### config.mk
export PLATFORM = sky130hd
export DESIGN_NAME = hlcs_fifo
export DESIGN_NICKNAME = d
export VERILOG_FILES = /design/src/sv/hlcs_fifo.sv
export SDC_FILE = /design/constraint.sdc
export NUM_CORES = 1
export LEC_CHECK = 0
export BUFFER_PORTS_ARGS = -buffer_cell sky130_fd_sc_hd__buf_2
export CORE_MARGIN = 2
export CORE_UTILIZATION = 48
export DETAILED_ROUTE_END_ITERATION = 16
export HOLD_SLACK_MARGIN = 0.05
export PLACE_DENSITY_LB_ADDON = 0.2
export SLEW_MARGIN = 0
export SYNTH_ARGS = -nofsm -noshare
export SYNTH_HDL_FRONTEND = slang
export SYNTH_SLANG_ARGS = --single-unit
### constraint.sdc
create_clock -name clk -period 1.5 [get_ports clk]
set_input_delay 0.15 -clock clk [delete_from_list [all_inputs] [get_ports clk]]
set_output_delay 0.15 -clock clk [all_outputs]
set_load 0.005 [all_outputs]
### src/sv/hlcs_fifo.sv
`default_nettype none
// ----------------------------------------------------------------------------
// hlcs_fifo
// Small register queue with push/full and pop/empty sides.
// ----------------------------------------------------------------------------
module hlcs_fifo #(
    parameter int WIDTH = 8,
    parameter int DEPTH = 2
) (
    input  wire logic             clk,
    input  wire logic             rst_n,
    input  wire logic             push,
    input  wire logic [WIDTH-1:0] wdata,
    output logic                  full,
    input  wire logic             pop,
    output logic [WIDTH-1:0]      rdata,
    output logic                  empty
);
    localparam int AW = (DEPTH > 1) ? $clog2(DEPTH) : 1;
    localparam int CW = $clog2(DEPTH + 1);

    logic [WIDTH-1:0] mem_reg [DEPTH];
    logic [AW-1:0]    wp_reg, wp_next, rp_reg, rp_next;
    logic [CW-1:0]    cnt_reg, cnt_next;
    logic             do_push, do_pop;

    assign full    = (cnt_reg == CW'(DEPTH));
    assign empty   = (cnt_reg == '0);
    assign do_push = push && !full;
    assign do_pop  = pop && !empty;
    assign rdata   = mem_reg[rp_reg];

    always_comb
    begin
        wp_next  = wp_reg;
        rp_next  = rp_reg;
        cnt_next = cnt_reg;
        if (do_push)
        begin
            wp_next = (wp_reg == AW'(DEPTH - 1)) ? '0 : wp_reg + 1'b1;
        end
        if (do_pop)
        begin
            rp_next = (rp_reg == AW'(DEPTH - 1)) ? '0 : rp_reg + 1'b1;
        end
        if (do_push && !do_pop)
        begin
            cnt_next = cnt_reg + 1'b1;
        end
        else if (do_pop && !do_push)
        begin
            cnt_next = cnt_reg - 1'b1;
        end
    end

    always_ff @(posedge clk or negedge rst_n)
    begin
        if (!rst_n)
        begin
            wp_reg  <= '0;
            rp_reg  <= '0;
            cnt_reg <= '0;
        end
        else
        begin
            wp_reg  <= wp_next;
            rp_reg  <= rp_next;
            cnt_reg <= cnt_next;
        end
    end

    always_ff @(posedge clk)
    begin
        if (do_push)
        begin
            mem_reg[wp_reg] <= wdata;
        end
    end

endmodule : hlcs_fifo
`default_nettype wire

; ---- Word level (Yosys, flattened, before mapping)
; Memory sizes are Yosys's and may differ from the RTL's.
; Index checks and enable logic that the tools add are counted.
[word_totals]
word_cells = 25
memories = 1
input_bits = 12
ff_bits = 4
ram_bits = 16
output_inout_bits = 10
[mem_list]
columns = memory, depth, width, read_ports, rd_clocked_by_memory_dff, wr, line_no
row1 = mem_reg, 2, 8, 1, 0, 1, 22  ; logic [WIDTH-1:0] mem_reg [DEPTH];
[op_classes]
add_sub_neg = 4
n_eq_ne = 1
n_mux = 6
reduce_logical = 10
[op_table]
columns = operator, n
row1 = 1-bit logical AND, 4
row2 = 1-bit logical NOT, 4
row3 = 1-bit two-way mux, 4
row4 = 2-bit two-way mux, 2
row5 = 1-bit adder (second input constant), 2
row6 = 2-bit by 1-bit adder with 2-bit output (second input constant), 1
row7 = 2-bit equality test (second input constant), 1
row8 = 2-bit logical NOT, 1
row9 = 2-bit nonzero test, 1
row10 = 2-bit by 1-bit subtractor with 2-bit output (second input constant), 1

; ---- Depth between registers and ports, before layout
; Gate-level depths: netlist of run 1.
[logic_depth]
depth_word = 7
mapped_depth = 7

; ---- Least setup slack after synthesis of run 1
; OpenSTA, ideal clock, no wires.
[synth_path]
path_kind = reg2reg
startpoint = reg cnt_reg[0]
endpoint = mem mem_reg[0][0] (enable)
t_arrival_ps = 1022
setup_ps = 370
required_time_ps = 1130
path_slack_ps = 108
path_stages_with_launch = 4
cell_sequence = dfrtp_1 nand2b_1 nand2_2 nor2_1
[synth_between]
elab_chain_len = 5
[synth_lines]
columns = element, line_no
row1 = "start, declared", 24  ; logic [CW-1:0] cnt_reg, cnt_next;
row2 = "start signal, assigned", 68  ; cnt_reg <= cnt_next;
row3 = 2-bit equality test, 27  ; assign full = (cnt_reg == CW'(DEPTH));
row4 = 1-bit logical NOT, 29  ; assign do_push = push && !full;
row5 = 1-bit logical AND, 29
row6 = 1-bit two-way mux, 74  ; if (do_push)
row7 = 1-bit two-way mux (not written as such), 76  ; mem_reg[wp_reg] <= wdata;
row8 = "end, declared", 22
; No other way between the ends.

; ---- Worst setup path in the final report of run 1
[layout_path]
startpoint = reg cnt_reg[0]
endpoint = reg cnt_reg[1]
[layout_between]
elab_chain_len = 6
[layout_lines]
columns = element, line_no
row1 = 2-bit equality test / 2-bit logical NOT (equally long branches), "27, 28"
row2 = "1-bit logical NOT, on equally long branches", "29, 30"
row3 = "1-bit logical AND, on equally long branches", "29, 30"
row4 = "1-bit logical NOT, on equally long branches", "50, 46"
row5 = "1-bit logical AND, on equally long branches", "50, 46"
row6 = 2-bit nonzero test (no source line) / 2-bit two-way mux (equally long branches), --
; Several ways; a longest one is shown, not always the timed one. The select of a mux whose other input is x is not followed.
; A chain may end at the register's enable or synchronous reset.

==> results of run 1 <==
area by class of cell:
class / instances / share of cell area (%)
Clock buffer: 4 / 3.36
Inverter: 2 / 0.695
Multi-Input combinational cell: 21 / 19.9
Sequential cell: 20 / 54.0
Tap cell: 16 / 1.85
Timing Repair Buffer: 33 / 20.2
power by group through the flow:
stage,registers (mW),logic [mW],clock network (mW)
final,0.917,0.642,0.306
after CTS,0.905,0.568,0.312
after floorplan,0.846,0.389,0
after detailed placement,0.912,0.548,0
after global placement,0.905,0.532,0
after global routing,0.938,0.704,0.338
tightest hold or removal path, delay by kind of cell:
family	cells	cell delay, ns
xor gates and xnor gates	1	0.06
and+or+nand+nor	1	0.09
buffers and inverters	1	0.11
routing by layer:
metal | routed length [um] | track usage, % | up-vias | part of all wire, %
li1 | - | - | 232 | -
met1 | 557 | 15.5 | 228 | 43
met2 | 685 | 23.8 | 14 | 53
met3 | 48 | 3.67 | 2 | 3.7
met4 | 7 | 5.45 | 0 | 0.54
met5 | 0 | 0 | - | 0
synthesized netlist by cell type:
master    number  area, um^2
nor2_1         3        11.3
and3_1         1        6.26
mux2_2         2        22.5
inv_1          2        7.51
edfxtp_1      16         480
xor2_1         2        17.5
mux2_1         6        67.6
nand2_2        1        6.26
ha_1           1        12.5
dfrtp_1        4         100
buf_2          1        5.00
o21ai_1        1        5.00
xnor2_2        1        16.3
nand2b_1       1        6.26
xnor2_1        2        17.5
what timing repair did:
action | CTS | global route
setup buffers | 0 | 1
hold buffers | 9 | 0
resized for setup | 1 | 5
hold endpoints to repair | 20 | 0
cloned | 0 | 0
setup endpoints to repair | 8 | 1
final timing paths:
check | to | start | slack (ns)
max | cnt_reg[1] | cnt_reg[0] | 0.01
max in group asynchronous | rp_reg | rst_n | 1.19
max reg2reg | cnt_reg[1] | cnt_reg[0] | 0.01
min | wp_reg | push | 0.13
min in group asynchronous | wp_reg | rst_n | 0.18
min reg2reg | cnt_reg[0] | cnt_reg[0] | 0.53
logic make-up after synthesis:
family,Yosys count
simple gates,6
buf+inv,3
xor+xnor,5
fa+ha+maj,1
compound gates,1
flops,20
mux,8
through the flow:
stage	hold WS [ns]	worst slack [ns]	std cells	cell area [um^2]	setup TNS (ns)
2_1_floorplan	-0.146	0.108	44	782	0
3_3_place_gp	-0.0381	0.0874	82	917	0
3_5_place_dp	-0.0388	0.0323	82	917	0
4_1_cts	0.132	0.00147	95	1040	0
5_1_grt	0.133	-0.0679	96	1080	-0.0679
6_report	0.135	0.0130	96	1080	0
==> flow_metrics.env, run 1 <==
export IMPL_htree_levels=1
export IMPL_gp_congestion=0.705
export IMPL_slew_violations=0
export IMPL_layout_commonest_cell="buf_2"
export IMPL_power_switching_mw=0.562
export IMPL_pwr_share_clk_pct=16.4
export IMPL_die_w_um=44.4
export IMPL_dp_hpwl_um=834
export IMPL_cp_depth=6
export IMPL_worstPathMaxFanout=5
export IMPL_final_period_utilization_pct=99.1
export IMPL_vias=476
export IMPL_ant_nets=0
export IMPL_p_leak_nw=0.453
export IMPL_required_ns=1.69
export IMPL_cp_arrival_ns=1.67
export IMPL_hold_class="primary input to flip-flop"
export IMPL_synthSimpleGateAreaFrac_pct=3.84
export IMPL_fp_dieH_um=44.4
export IMPL_drc=0
export IMPL_root_buffer="clkbuf_4"
export IMPL_routed_wl_mm=1.30
export IMPL_avgViaCountPerCell=4.96
export IMPL_rows=14
export IMPL_setup_worst_path_class="flip-flop to flip-flop"
export IMPL_synth_fa_ha_area_share_pct=1.60
export IMPL_ys_seq_area_share_pct=74.2
export IMPL_grt_util_all_layers_pct=13.5
export IMPL_synth_compound_area_share_pct=0.640
export IMPL_ios=22
export IMPL_endpoint_kind="flip-flop"
export IMPL_cts_made_buffers=3
export IMPL_pwr_share_seq_pct=49.2
export IMPL_min_period_ns=1.49
export IMPL_synth_seq_cells=20
export IMPL_slew_headroom_pct=73.6
export IMPL_coreArea_um2=1520
export IMPL_irDropWorstVdd_v=0.000907
export IMPL_path_cells="buf_4, o21ai_2, ha_4, xor2_1, nor2_2, xor2_1"
export IMPL_wl_per_cell_um=13.5
export IMPL_worstSkewPairLatency_ns=0.30
export IMPL_synth_warnings=0
export IMPL_cts_sinks=20
export IMPL_synth_cell_types=15
export IMPL_num_antenna_cells=0
export IMPL_cpMaxStageDelayCell="dfrtp_2"
export IMPL_grt_max_degree=12
export IMPL_synth_area_um2=782
export IMPL_power_mw=1.87
export IMPL_multiInputGateArea_um2=215
export IMPL_crit_top_cell="xor2_1"
export IMPL_fin_util_pct=70.9
export IMPL_die_area_um2=1970
export IMPL_grt_pass1_wl_mm=1.81
export IMPL_area_delta_synth_final_pct=38.1
export IMPL_largest_reg_flops=16
export IMPL_final_cell_mix="buf_2, edfxtp_1, dlygate4sd3_1, mux2_1"
export IMPL_nets=94
export IMPL_start_util_pct=51.3
export IMPL_synth_top_family_by_area="multiplexers"
export IMPL_layout_drive_gt1_share_pct=47.5
export IMPL_cts_tree="yes"
export IMPL_io_buffers=21
export IMPL_setup_viol=0
export IMPL_clk_pin_slew_ns=0.11
export IMPL_synthMuxAreaShare_pct=11.5
export IMPL_p_int_mw=1.30
export IMPL_worst_r2r_cell_count=6
export IMPL_synthXorXnorAreaFrac_pct=6.56
export IMPL_postSynthCellCount=44
export IMPL_cap_violations=0
export IMPL_hold_path_depth=3
export IMPL_worstMarginPinSlew_ns=0.396
export IMPL_p_per_area_nw_per_um2=1730
export IMPL_grt_pass1_vias=441
export IMPL_syn_nets=57
export IMPL_hold_viol_final=0
export IMPL_startpoint_type="flip-flop"
export IMPL_fmax_ghz=0.673
export IMPL_drt_first_iter_violations=11
export IMPL_path_delay_family="flip-flops"
export IMPL_fillers=100
export IMPL_worst_clock_skew_ns=0.00765
export IMPL_status="finished, final reports clean"
export IMPL_max_stage_delay_ns=0.46
export IMPL_clockBufferDepth=2
export IMPL_swShare_pct=30.1
export IMPL_antenna_found_initial=0
export IMPL_avgSynthCellArea_um2=17.8
export IMPL_overflow=0
export IMPL_crit_buf_inv=1
export IMPL_dr_pass1_iters=4
export IMPL_register_area_um2=583
export IMPL_pwr_share_comb_pct=34.4
Note: power is estimated with default switching activity, not from simulation.
==> run 2: changes to the inputs <==
--- a/config.mk
+++ b/config.mk
@@ -11,6 +11,7 @@
 export DETAILED_ROUTE_END_ITERATION = 16
 export HOLD_SLACK_MARGIN = 0.05
 export PLACE_DENSITY_LB_ADDON = 0.2
+export RECOVER_POWER = 50
 export SLEW_MARGIN = 0
 export SYNTH_ARGS = -nofsm -noshare
 export SYNTH_HDL_FRONTEND = slang
==> run 2 against run 1 <==
  * Routed wire length decreased by 0.38%
  * Critical path depth unchanged
  * Utilization fell by 0.33 points
  * Final cell count stayed put
  * Sequential power about the same
  * First-iteration DRC count did not move
  * Fmax hardly changed
  * Critical path type unchanged
==> flow_metrics.env, run 2 (synthesized netlist as in run 1, its figures left out) <==
export IMPL_vias=478
export IMPL_worstPathMaxFanout=5
export IMPL_start_util_pct=51.3
export IMPL_antenna_found_initial=0
export IMPL_die_w_um=44.4
export IMPL_placed_area_um2=917
export IMPL_dr_pass1_iters=4
export IMPL_stdcell_count=96
export IMPL_htree_levels=1
export IMPL_gp_congestion=0.705
export IMPL_drt_first_iter_violations=11
export IMPL_slew_violations=0
export IMPL_fmax_ghz=0.673
export IMPL_dp_hpwl_um=834
export IMPL_p_leak_nw=0.442
export IMPL_hold_path_depth=3
export IMPL_grt_pass1_vias=441
export IMPL_worstMarginPinSlew_ns=0.396
export IMPL_avgViaCountPerCell=4.98
export IMPL_cts_sinks=20
export IMPL_cpMaxStageDelayCell="dfrtp_2"
export IMPL_crit_start="cnt_reg[0]"
export IMPL_grt_util_all_layers_pct=13.5
export IMPL_dp_cells=82
export IMPL_rrSetupSlack_ns=0.01
export IMPL_ant_nets=0
export IMPL_worst_r2r_cell_count=6
export IMPL_worstSkewPairLatency_ns=0.30
export IMPL_final_period_utilization_pct=99.1
export IMPL_area_delta_synth_final_pct=37.4
export IMPL_die_area_um2=1970
export IMPL_p_per_area_nw_per_um2=1730
export IMPL_cts_tree="yes"
export IMPL_final_cell_mix="buf_2, edfxtp_1, dlygate4sd3_1, mux2_1, clkbuf_1"
export IMPL_setup_viol=0
export IMPL_irDropWorstVdd_v=0.000907
export IMPL_slew_headroom_pct=73.6
export IMPL_clockBufferDepth=2
export IMPL_cp_arrival_ns=1.67
export IMPL_power_mw=1.86
export IMPL_path_delay_family="flip-flops"
export IMPL_worst_clock_skew_ns=0.00770
export IMPL_hold_class="primary input to flip-flop"
export IMPL_path_cells="buf_4, o21ai_2, ha_4, xor2_1, nor2_2, xor2_1"
export IMPL_hold_ws_ns=0.135
export IMPL_r2r_start="cnt_reg[0]"
export IMPL_fp_dieH_um=44.4
export IMPL_largest_reg_flops=16
export IMPL_rows=14
export IMPL_crit_top_cell="xor2_1"
export IMPL_num_antenna_cells=0
export IMPL_overflow=0
export IMPL_drc=0
export IMPL_crit_buf_inv=1
export IMPL_grt_max_degree=12
export IMPL_hold_viol_final=0
export IMPL_layout_drive_gt1_share_pct=42.5
export IMPL_cts_made_buffers=3
export IMPL_root_buffer="clkbuf_4"
export IMPL_routed_wl_mm=1.29
export IMPL_clk_pin_slew_ns=0.11
export IMPL_endpoint_kind="flip-flop"
export IMPL_startpoint_type="flip-flop"
export IMPL_finish_instance_area_um2=1070
export IMPL_min_period_ns=1.49
export IMPL_max_stage_delay_ns=0.46
export IMPL_r2r_end="cnt_reg[1]"
export IMPL_coreArea_um2=1520
export IMPL_cap_violations=0
export IMPL_place_ws_ns=0.0323
export IMPL_hold_path_end="wp_reg"
export IMPL_grt_pass1_wl_mm=1.81
export IMPL_nets=94
export IMPL_layout_setup_ws_ns=0.0131
export IMPL_status="finished, final reports clean"
export IMPL_fillers=101
export IMPL_min_delay_start="push"
export IMPL_layout_commonest_cell="buf_2"
export IMPL_wl_per_cell_um=13.5
export IMPL_io_buffers=21
export IMPL_ios=22
export IMPL_setup_worst_path_class="flip-flop to flip-flop"
export IMPL_required_ns=1.69
==> run 2: cell types whose count changed in the layout (fill, tap and decap cells not counted), sizes merged <==
cell	delta
clkbuf	+4
buf	-4
==> run 2: worst reg2reg max path, cell delays in order, from the launching register on <==
cell,delay [ns]
dfrtp_2,0.46
buf_4,0.14
o21ai_2,0.20
ha_4,0.17
xor2_1,0.22
nor2_2,0.06
xor2_1,0.14
==> run 2: what timing repair did <==
action / CTS / global route
hold endpoints to repair: 20 / 0
buffers inserted: 0 / 1
resized for setup: 1 / 5
endpoints found under the setup margin: 8 / 1
hold buffers: 9 / 0
==> run 2: layout make-up <==
type	count	area (um^2)	share of cell area, %
flip-flops and latches	20	583	54.2
repair buffers	33	213	19.8
well taps	16	20.0	1.86
inverters	2	7.51	0.698
multi-input cells	21	215	20.0
clock buffers	4	36.3	3.38
==> run 2: worst max-delay path by stage <==
stage / end / cells past startpoint
final: cnt_reg[1] / 6
after global routing: cnt_reg[1] / 6
after CTS: cnt_reg[1] / 6
after detailed placement: cnt_reg[1] / 6
after global placement: cnt_reg[1] / 6
after floorplan: mem_reg[0][0] / 3
==> run 2: where the power goes <==
| part | internal (mW) | switching (mW) |
|---|---|---|
| sequential | 0.781 | 0.136 |
| combinational | 0.373 | 0.267 |
| clock | 0.148 | 0.159 |
| total | 1.30 | 0.562 |
==> run 2: metrics by stage <==
step / setup TNS (ns) / utilization [%]
final: 0 / 70.5
after global routing: -0.0679 / 70.5
after CTS: 0 / 68.6
after detailed placement: 0 / 60.2
after global placement: 0 / 60.2
after floorplan: 0 / -
==> run 2: per-layer routing <==
metal  vias to the layer above  share of wire, %  routed length, um  global-route usage, %
met5                         -                 0                  0                      0
met4                         0              0.54                  7                   5.45
met3                         2               3.7                 48                   3.67
met2                        14                53                687                   23.8
met1                       230                43                551                   15.5
li1                        232                 -                  -                      -
==> run 3: changes to the inputs <==
--- a/config.mk
+++ b/config.mk
@@ -12,6 +12,7 @@
 export HOLD_SLACK_MARGIN = 0.05
 export PLACE_DENSITY_LB_ADDON = 0.2
 export RECOVER_POWER = 50
+export SETUP_SLACK_MARGIN = 0.15
 export SLEW_MARGIN = 0
 export SYNTH_ARGS = -nofsm -noshare
 export SYNTH_HDL_FRONTEND = slang
==> run 3 against run 2 <==
  * Final area up 9.9%
  * Routed wire length up 1.2%
  * Critical path type is now flip-flop to output port
  * Total power up 14%
  * Critical endpoint is now rdata[3]
  * Sequential share of layout area shrank 5.0 points
  * Critical path depth shrank 3
  * Count of clock-buffer cells in the layout fell by 1
  * Highest routed layer is now met3
  * Fmax rose by 4.5%
  * Flip-flop and latch count is the same
  * Hold slack improved by 0.0054 ns
==> flow_metrics.env, run 3 (synthesized netlist as in run 1, its figures left out) <==
export IMPL_grt_util_all_layers_pct=13.9
export IMPL_layout_commonest_cell="edfxtp_1"
export IMPL_worstMarginPinSlew_ns=0.393
export IMPL_root_buffer="clkbuf_4"
export IMPL_endpoint_kind="output port"
export IMPL_setup_tns_ns=0
export IMPL_grt_pass1_wl_mm=1.88
export IMPL_fmax_ghz=0.703
export IMPL_coreArea_um2=1520
export IMPL_slew_headroom_pct=73.8
export IMPL_area_delta_synth_final_pct=51.0
export IMPL_die_area_um2=1970
export IMPL_io_buffers=21
export IMPL_overflow=0
export IMPL_ant_nets=0
export IMPL_gp_congestion=0.668
export IMPL_hold_path_depth=3
export IMPL_dr_pass1_iters=3
export IMPL_dp_cells=83
export IMPL_worstPathMaxFanout=5
export IMPL_irDropWorstVdd_v=0.00119
export IMPL_grt_pass1_vias=451
export IMPL_topRoutingLayerUsed="met3"
export IMPL_largest_reg_flops=16
export IMPL_required_ns=1.35
export IMPL_dp_hpwl_um=752
export IMPL_wirelength_met1_um=604
export IMPL_p_per_area_nw_per_um2=1790
export IMPL_worst_r2r_cell_count=6
export IMPL_fin_util_pct=77.5
export IMPL_worst_clock_skew_ns=0.000552
export IMPL_clk_pin_slew_ns=0.10
export IMPL_nets=100
export IMPL_hold_viol_final=0
export IMPL_slew_violations=0
export IMPL_stdcell_count=102
export IMPL_cts_sinks=20
export IMPL_finish_instance_area_um2=1180
export IMPL_cp_arrival_ns=1.27
export IMPL_cts_tree="yes"
export IMPL_fp_dieH_um=44.4
export IMPL_power_mw=2.12
export IMPL_die_w_um=44.4
export IMPL_dr_wl_met3_um=46
export IMPL_htree_levels=1
export IMPL_vias=479
export IMPL_cap_violations=0
export IMPL_final_period_utilization_pct=94.9
export IMPL_layout_drive_gt1_share_pct=50.0
export IMPL_avgViaCountPerCell=4.70
export IMPL_routed_wl_mm=1.31
export IMPL_clockBufferDepth=2
export IMPL_wl_met2_um=659
export IMPL_placed_area_um2=935
export IMPL_p_leak_nw=0.507
export IMPL_rows=14
export IMPL_worstSkewPairLatency_ns=0.29
export IMPL_hold_ws_ns=0.140
export IMPL_start_util_pct=51.3
export IMPL_status="finished, final reports clean"
export IMPL_min_period_ns=1.42
export IMPL_wl_per_cell_um=12.8
export IMPL_final_cell_mix="edfxtp_1, dlygate4sd3_1, buf_2, buf_6"
export IMPL_setup_viol=0
export IMPL_ios=22
export IMPL_num_antenna_cells=0
export IMPL_place_ws_ns=0.142
export IMPL_layout_setup_ws_ns=0.0768
export IMPL_cts_made_buffers=3
export IMPL_drt_first_iter_violations=6
export IMPL_drc=0
export IMPL_grt_max_degree=12
export IMPL_grt_setup_unrepaired="yes"
export IMPL_hold_class="primary input to flip-flop"
export IMPL_startpoint_type="flip-flop"
export IMPL_antenna_found_initial=0
export IMPL_setup_worst_path_class="flip-flop to output port"
[run 3: cell count changes in the layout (fill, tap and decap cells not counted), moves of 3 or more]
cell    before  now
buf_4        3    6
mux2_1       6    0
buf_2       17    9
buf_6        0    9
mux2_4       0    6
[run 3: area by class of cell]
class	count	area [um^2]
Sequential cell	20	582
Fill cell	91	343
Timing Repair Buffer	39	305
Multi-Input combinational cell	21	240
Clock buffer	3	22.5
Tap cell	16	20.0
Inverter	2	7.51
Clock inverter	1	3.75
[run 3: path summary, 6_finish.rpt]
check | start | end | slack [ns]
hold reg to reg | wp_reg | wp_reg | 0.55
hold / removal | pop | rp_reg | 0.14
setup / recovery | rp_reg | rdata[3] | 0.08
min in group asynchronous | rst_n | cnt_reg[1] | 0.20
setup reg to reg | cnt_reg[0] | cnt_reg[1] | 0.12
max in group asynchronous | rst_n | rp_reg | 1.10
[run 3: routing by layer]
layer,GRT usage (%),up-vias
li1,-,243
met1,18.0,224
met2,20.9,12
met3,3.67,0
met4,9.09,0
met5,0,-
[run 3: critical path, cell delays in order (launching register included)]
cell and delay (ns):
dfrtp_2 0.43, buf_6 0.14, mux2_4 0.30, buf_6 0.12
[run 3: what timing repair did]
item,in CTS,in global routing
endpoints found under the hold margin,20,0
resized for setup,4,20
gates cloned,0,0
hold buffers,9,0
setup buffers,3,3
endpoints found under the setup margin,9,18
pin swaps,0,4
[run 3: report_power, final]
group / total [mW] / internal, mW / leakage [nW] / switching, mW
Combinational: 0.991 / 0.627 / 0.298 / 0.364
Sequential: 0.879 / 0.779 / 0.194 / 0.100
Clock: 0.247 / 0.0968 / 0.0154 / 0.150
Total: 2.12 / 1.50 / 0.507 / 0.614
